$ cat src/hw/rtl/assert_macros.svh
// Assertion helpers used by the RTL that checks itself.
`ifndef ASSERT_MACROS_SVH
`define ASSERT_MACROS_SVH

// Same-cycle implication under synchronous active-low reset.
`define QTE_ASSERT_NOW(lbl, clk, rst_n, ante, cons) \
    lbl: assert property (@(posedge clk) disable iff (!rst_n) (ante) |-> (cons)) \
        else $error("check failed");

// Next-cycle implication under synchronous active-low reset.
`define QTE_ASSERT_NEXT(lbl, clk, rst_n, ante, cons) \
    lbl: assert property (@(posedge clk) disable iff (!rst_n) (ante) |=> (cons)) \
        else $error("check failed");

`endif

$ cat src/hw/rtl/qte_pkg.sv
// ----------------------------------------------------------------------------
// qte_pkg
// Types, widths and the arctangent table of the quaternion to Euler block.
// ----------------------------------------------------------------------------
`default_nettype none

package qte_pkg;

    localparam int NUM_SENSORS_DEF  = 2;
    localparam int CORDIC_ITERS_DEF = 16;
    localparam int ATAN_ENTRIES     = 24;

    localparam int QW    = 16;  // quaternion component width
    localparam int DEG_W = 9;   // angle on the 0..359 scale
    localparam int CW    = 40;  // CORDIC x/y datapath
    localparam int AW    = 34;  // angle accumulator, 2^-32 turn units
    localparam int IW    = 5;   // CORDIC step index

    typedef enum logic [3:0] {
        S_IDLE,
        S_MUL,
        S_PREP,
        S_PSQ,
        S_SQRT,
        S_CINIT,
        S_CITER,
        S_SCALE,
        S_DONE
    } t_state;

    typedef enum logic [1:0] {
        MODE_SAMPLE = 2'd0,
        MODE_POSE   = 2'd1,
        MODE_UNPAIR = 2'd2,
        MODE_NONE   = 2'd3
    } t_mode;

    typedef enum logic [1:0] {
        PASS_ROLL  = 2'd0,
        PASS_PITCH = 2'd1,
        PASS_YAW   = 2'd2
    } t_pass;

    // atan(2^-i) in units of 2^-32 turn
    function automatic logic [31:0] atan_turns(input logic [IW-1:0] i);
        logic [31:0] v;
        case (i)
            5'd0:  v = 32'h20000000;
            5'd1:  v = 32'h12E4051E;
            5'd2:  v = 32'h09FB385B;
            5'd3:  v = 32'h051111D4;
            5'd4:  v = 32'h028B0D43;
            5'd5:  v = 32'h0145D7E1;
            5'd6:  v = 32'h00A2F61E;
            5'd7:  v = 32'h00517C55;
            5'd8:  v = 32'h0028BE53;
            5'd9:  v = 32'h00145F2F;
            5'd10: v = 32'h000A2F98;
            5'd11: v = 32'h000517CC;
            5'd12: v = 32'h00028BE6;
            5'd13: v = 32'h000145F3;
            5'd14: v = 32'h0000A2FA;
            5'd15: v = 32'h0000517D;
            5'd16: v = 32'h000028BE;
            5'd17: v = 32'h0000145F;
            5'd18: v = 32'h00000A30;
            5'd19: v = 32'h00000518;
            5'd20: v = 32'h0000028C;
            5'd21: v = 32'h00000146;
            5'd22: v = 32'h000000A3;
            5'd23: v = 32'h00000051;
            default: v = 32'h0;
        endcase
        return v;
    endfunction

endpackage

`default_nettype wire

$ cat src/hw/rtl/qte_cordic_step.sv
// ----------------------------------------------------------------------------
// qte_cordic_step
// One vectoring micro-rotation, shared by the roll, pitch and yaw passes.
// ----------------------------------------------------------------------------
`default_nettype none

module qte_cordic_step (
    input  wire logic signed [qte_pkg::CW-1:0] i_x,
    input  wire logic signed [qte_pkg::CW-1:0] i_y,
    input  wire logic signed [qte_pkg::AW-1:0] i_z,
    input  wire logic        [qte_pkg::IW-1:0] i_idx,
    output logic      signed [qte_pkg::CW-1:0] o_x,
    output logic      signed [qte_pkg::CW-1:0] o_y,
    output logic      signed [qte_pkg::AW-1:0] o_z
);
    import qte_pkg::*;

    logic signed [CW-1:0] xs;
    logic signed [CW-1:0] ys;
    logic signed [AW-1:0] ang;

    // arithmetic shift is a floor shift
    assign xs  = i_x >>> i_idx;
    assign ys  = i_y >>> i_idx;
    assign ang = $signed({{(AW-32){1'b0}}, atan_turns(i_idx)});

    // rotate toward y = 0
    always_comb begin
        if (i_y >= 0) begin
            o_x = i_x + ys;
            o_y = i_y - xs;
            o_z = i_z + ang;
        end else begin
            o_x = i_x - ys;
            o_y = i_y + xs;
            o_z = i_z - ang;
        end
    end

endmodule

`default_nettype wire

$ cat config.mk
export PLATFORM = sky130hd
export DESIGN_NAME = qte_cordic_step
export DESIGN_NICKNAME = d
export VERILOG_FILES = /design/src/hw/rtl/assert_macros.svh /design/src/hw/rtl/qte_pkg.sv /design/src/hw/rtl/qte_cordic_step.sv
export SDC_FILE = /design/constraint.sdc
export NUM_CORES = 1
export LEC_CHECK = 0
export BUFFER_PORTS_ARGS = -buffer_cell sky130_fd_sc_hd__clkbuf_2
export CORE_UTILIZATION = 35
export DETAILED_ROUTE_END_ITERATION = 6
export GPL_TIMING_DRIVEN = 0
export PLACE_DENSITY = 0.51
export SLEW_MARGIN = 25
export SYNTH_ARGS = -nofsm -noshare
export SYNTH_HDL_FRONTEND = slang
export SYNTH_SLANG_ARGS = --single-unit
$ cat constraint.sdc
create_clock -name vclk -period 11
set_clock_uncertainty 0.15 [all_clocks]
set_input_delay 1.65 -clock vclk [all_inputs]
set_output_delay 1.65 -clock vclk [all_outputs]
set_load 0.005 [all_outputs]
After elaboration in Yosys (flattened, before gate mapping)
Memory sizes are Yosys's and may differ from the RTL's.
Index checks and enable logic that the tools add are counted.
{ "totals": {"reg_bits": 0, "mem_bits_ro": 960, "input_bits": 119, "out_inout_bits": 114, "n_memories": 1} }
{ "classes": {"addsub": 6, "magnitude_cmp": 1, "n_shift": 2, "muxes": 3} }
{ "memory_table": {"columns": ["memory", "words", "word_bits", "rd", "rd_ports_with_merged_regs", "write_ports", "line_no", "text"], "rows": [
  ["(no name shown)", 32, 30, 1, 0, 0, "qte_pkg.sv:47", "case (i)"]
]} }
{ "ops": {"columns": ["cell", "n"], "rows": [
  ["adder 40 bit", 2],
  ["two-way mux 40 bit", 2],
  [">>> shifter 40 x 5 -> 40 bit", 2],
  ["subtractor 40 bit", 2],
  ["greater-or-equal comparator 40 x 1 -> 1 bit (second input constant)", 1],
  ["adder 34 x 33 -> 34 bit", 1],
  ["two-way mux 34 bit", 1],
  ["subtractor 34 x 33 -> 34 bit", 1]
]} }

Longest topological paths before layout
{ "logic_depth": {"ltp_word": 3, "mapped_depth": 30, "depth_no_buf": 24} }

Worst setup path before layout
Ideal clock, no wire load.
{ "synth_timing": {"path_type": "input port to output port", "start": "input port i_idx[1] (netlist name)", "end": "output port o_z[32] (netlist name)", "t_arrival_ps": 8122, "t_required_ps": 9200, "path_slack_ps": 1078, "cell_stages": 27, "cell_sequence": "buf_2 -> buf_2 -> inv_2 -> buf_2 -> buf_1 -> clkbuf_1 -> clkbuf_1 -> ha_1 -> nor3_1 -> a221oi_1 -> a21o_1 -> a211oi_1 -> nand4_1 -> or2_2 -> or3_1 -> nand2_1 -> xnor2_1 -> ha_1 -> or3_1 -> a311oi_1 -> o31ai_1 -> a21o_1 -> a41o_1 -> o41ai_1 -> o2111ai_1 -> a21oi_1 -> xnor2_1"} }
{ "synth_between": {"elab_chain_len": 3, "word_cells_on_any_way": 4} }
{ "synth_lines": {"columns": ["item", "line_no", "text"], "rows": [
  ["start, declared", "qte_cordic_step.sv:11", "input wire logic [qte_pkg::IW-1:0] i_idx,"],
  ["memory read (32 x 30 bit) (*)", null, null],
  ["subtractor 34 x 33 -> 34 bit / adder 34 x 33 -> 34 bit (equally long branches)", "qte_cordic_step.sv:36, qte_cordic_step.sv:32", null],
  ["two-way mux 34 bit (*)", "qte_cordic_step.sv:29", "if (i_y >= 0) begin"],
  ["end, declared", "qte_cordic_step.sv:14", "output logic signed [qte_pkg::AW-1:0] o_z"]
]} }
Every way passes the cells marked *; elsewhere a longest branch is shown, timed or not.

Worst setup path in the final report
{ "layout_timing": {"start": "input port i_idx[0] (netlist name)", "end": "output port o_x[34] (netlist name)"} }
{ "layout_between": {"elab_chain_len": 3, "word_cells_on_any_way": 4} }
{ "layout_lines": {"columns": ["item", "line_no", "text"], "rows": [
  [">>> shifter 40 x 5 -> 40 bit (*)", "qte_cordic_step.sv:24", "assign ys = i_y >>> i_idx;"],
  ["subtractor 40 bit / adder 40 bit (equally long branches)", "qte_cordic_step.sv:34, qte_cordic_step.sv:30", null],
  ["two-way mux 40 bit (*)", "qte_cordic_step.sv:29", null],
  ["end, declared", "qte_cordic_step.sv:12", "output logic signed [qte_pkg::CW-1:0] o_x,"]
]} }
Marked as above.

==> results.cfg <==
[logic_synthesis]
syn_nets = 2167
netlist.area_leader.share_pct = 11.3
synth_area_leaders = mux4_2 11%, ha_1 11%, xnor2_1 7.1%
synth_area_per_cell_sq_um = 7.37
yosysMostFrequentCell = nand2_1
synth_area_sq_mm = 0.0142
ys_seq_area_share_pct = 0
synthTopCellsByCount = 183 x nand2_1, 155 x nor2_1, 152 x a21oi_1
yosysTopAreaCell = mux4_2
yosysWarnings = 0
syn-instance-count = 1920
synth_cell_type_count = 94

[critical_path]
cp_common_cell = buf_6
critPathKind = input port to output pin
slowest_delay_ns = 0.58
start_kind = input port
end_kind = output pin
crit_arrival_ns = 9.07
path_max_fanout = 10
slowest_stage = a222oi_1
cp.buffers_inverters = 10
path_delay_family = compound AO/OA/AOI/OAI gates
crit_required_ns = 9.20

[final_layout]
flow.area_growth_from_synthesis_pct = 15.2
nFlopsAndLatches = 0
regArea_sq_um = 0
fin_util_pct = 41.0
num-clock-buffers = 0
fillers = 4308
layout.nets = 2408
drive_gt1_share_pct = 23.8

[sta]
post-route-period-util_pct = 98.8
hold_viol = 0
slew_headroom_pct = 19.2
holdWs_ns = 3.44
setup_viol = 0
fin_crit_ns = 10.87
max_freq_mhz = 92.0
layout_setup_ws_ns = 0.129
slew_violations = 0
worst_pin_slew_ns = 1.21
rsz0062_at_grt = false

[flow_run]
cap_violations = 0

[status]
outcome = finished with violations
violations = DRC

[global_route]
antenna_found_initial = 1
grt_pass1_vias = 16700
globalRoute.totalOverflow = 0
grt_max_degree = 14
grt.total_usage_pct = 39.3
grt_pass1_wl_um = 118000

[place]
port-buffer-count = 230
dpl_worst_slack_ns = -1.63
dp_hpwl_um = 66800
place_congestion = 1.06

[floorplanning]
fp.dieW_um = 203
fp.dieH_um = 203
rows = 73
dieArea_sq_mm = 0.0413
ios = 233
core_sq_mm = 0.0398
initial_core_util_pct = 35.5

[routing]
wirelength_um = 83900
routedWlPerCell_um = 31.3
route.detailed.drc = 5
first_iter_violations = 2286
antenna_left = 0
num_vias = 17800
avgViaCountPerCell = 6.62
drtPass1Iterations = 7

[min_path]
hold_class = input port to output pin

[clocking]
hold_buffers = 0
layer usage:
layer | part of all wire (%) | GRT usage (%)
met1 | 44 | 55.0
met2 | 40 | 57.0
met3 | 10 | 7.72
met4 | 5.7 | 19.1
met5 | 0 | 0
cells in the final DEF (no fill, tap or decap), types with 9 or more instances in the layout:
| cell type | n |
|---|---|
| a21oi_1 | 150 |
| o31ai_1 | 23 |
| nand2_1 | 182 |
| a22oi_1 | 13 |
| buf_4 | 15 |
| a221oi_1 | 9 |
| nand2b_1 | 27 |
| ha_1 | 125 |
| a31oi_1 | 14 |
| inv_1 | 43 |
| buf_2 | 27 |
| and3_1 | 17 |
| and2_1 | 15 |
| a21o_1 | 74 |
| buf_1 | 11 |
| buf_6 | 14 |
| o21a_1 | 19 |
| mux2_2 | 58 |
| or2_2 | 16 |
| xor2_1 | 71 |
| mux2i_1 | 67 |
| nor3_1 | 38 |
| nand3_1 | 37 |
| nor2b_1 | 15 |
| clkbuf_2 | 244 |
| clkbuf_1 | 41 |
| o21bai_1 | 16 |
| o22ai_1 | 34 |
| a211oi_1 | 26 |
| mux4_2 | 71 |
| nor2_1 | 154 |
| or3_1 | 16 |
| nand4_1 | 17 |
| o21ai_0 | 134 |
| xnor2_1 | 114 |
| o211ai_1 | 16 |
worst paths after layout:
path,from,endpoint,depth (start not counted)
worst min-delay path,i_z[0],o_z[0],3
worst max-delay path,i_idx[0],o_x[34],29
cell type report:
cell class	instances	area, sq um	share of cell area, %
Antenna cell	1	2.50	0.0153
Buffer	120	671	4.11
Inverter	46	174	1.07
Multi-Input combinational cell	1753	13600	83.3
Tap cell	525	657	4.03
Timing Repair Buffer	240	1220	7.50
metrics by stage:
step | area, sq um | std cells | TNS, ns
floorplan | 14200 | 1920 | 0
global placement | 16000 | 2675 | -30.80
detailed placement | 16000 | 2675 | -24.13
CTS | 16100 | 2678 | -0.00326
global route | 16300 | 2684 | 0
finish | 16300 | 2685 | 0
cell families after synthesis:
family | synth area share [%]
multiplexers | 21.3
XOR/XNOR | 11.4
adder cells (fa/ha/maj) | 11.5
buffers and inverters | 5.54
AND/OR/NAND/NOR | 20.1
AO/OA/AOI/OAI | 30.2
timing repair:
item,in CTS,in global routing
setup buffers,3,6
setup endpoints to repair,42,18
gates cloned,0,0
pin swaps,1,5
gates resized for setup,38,32
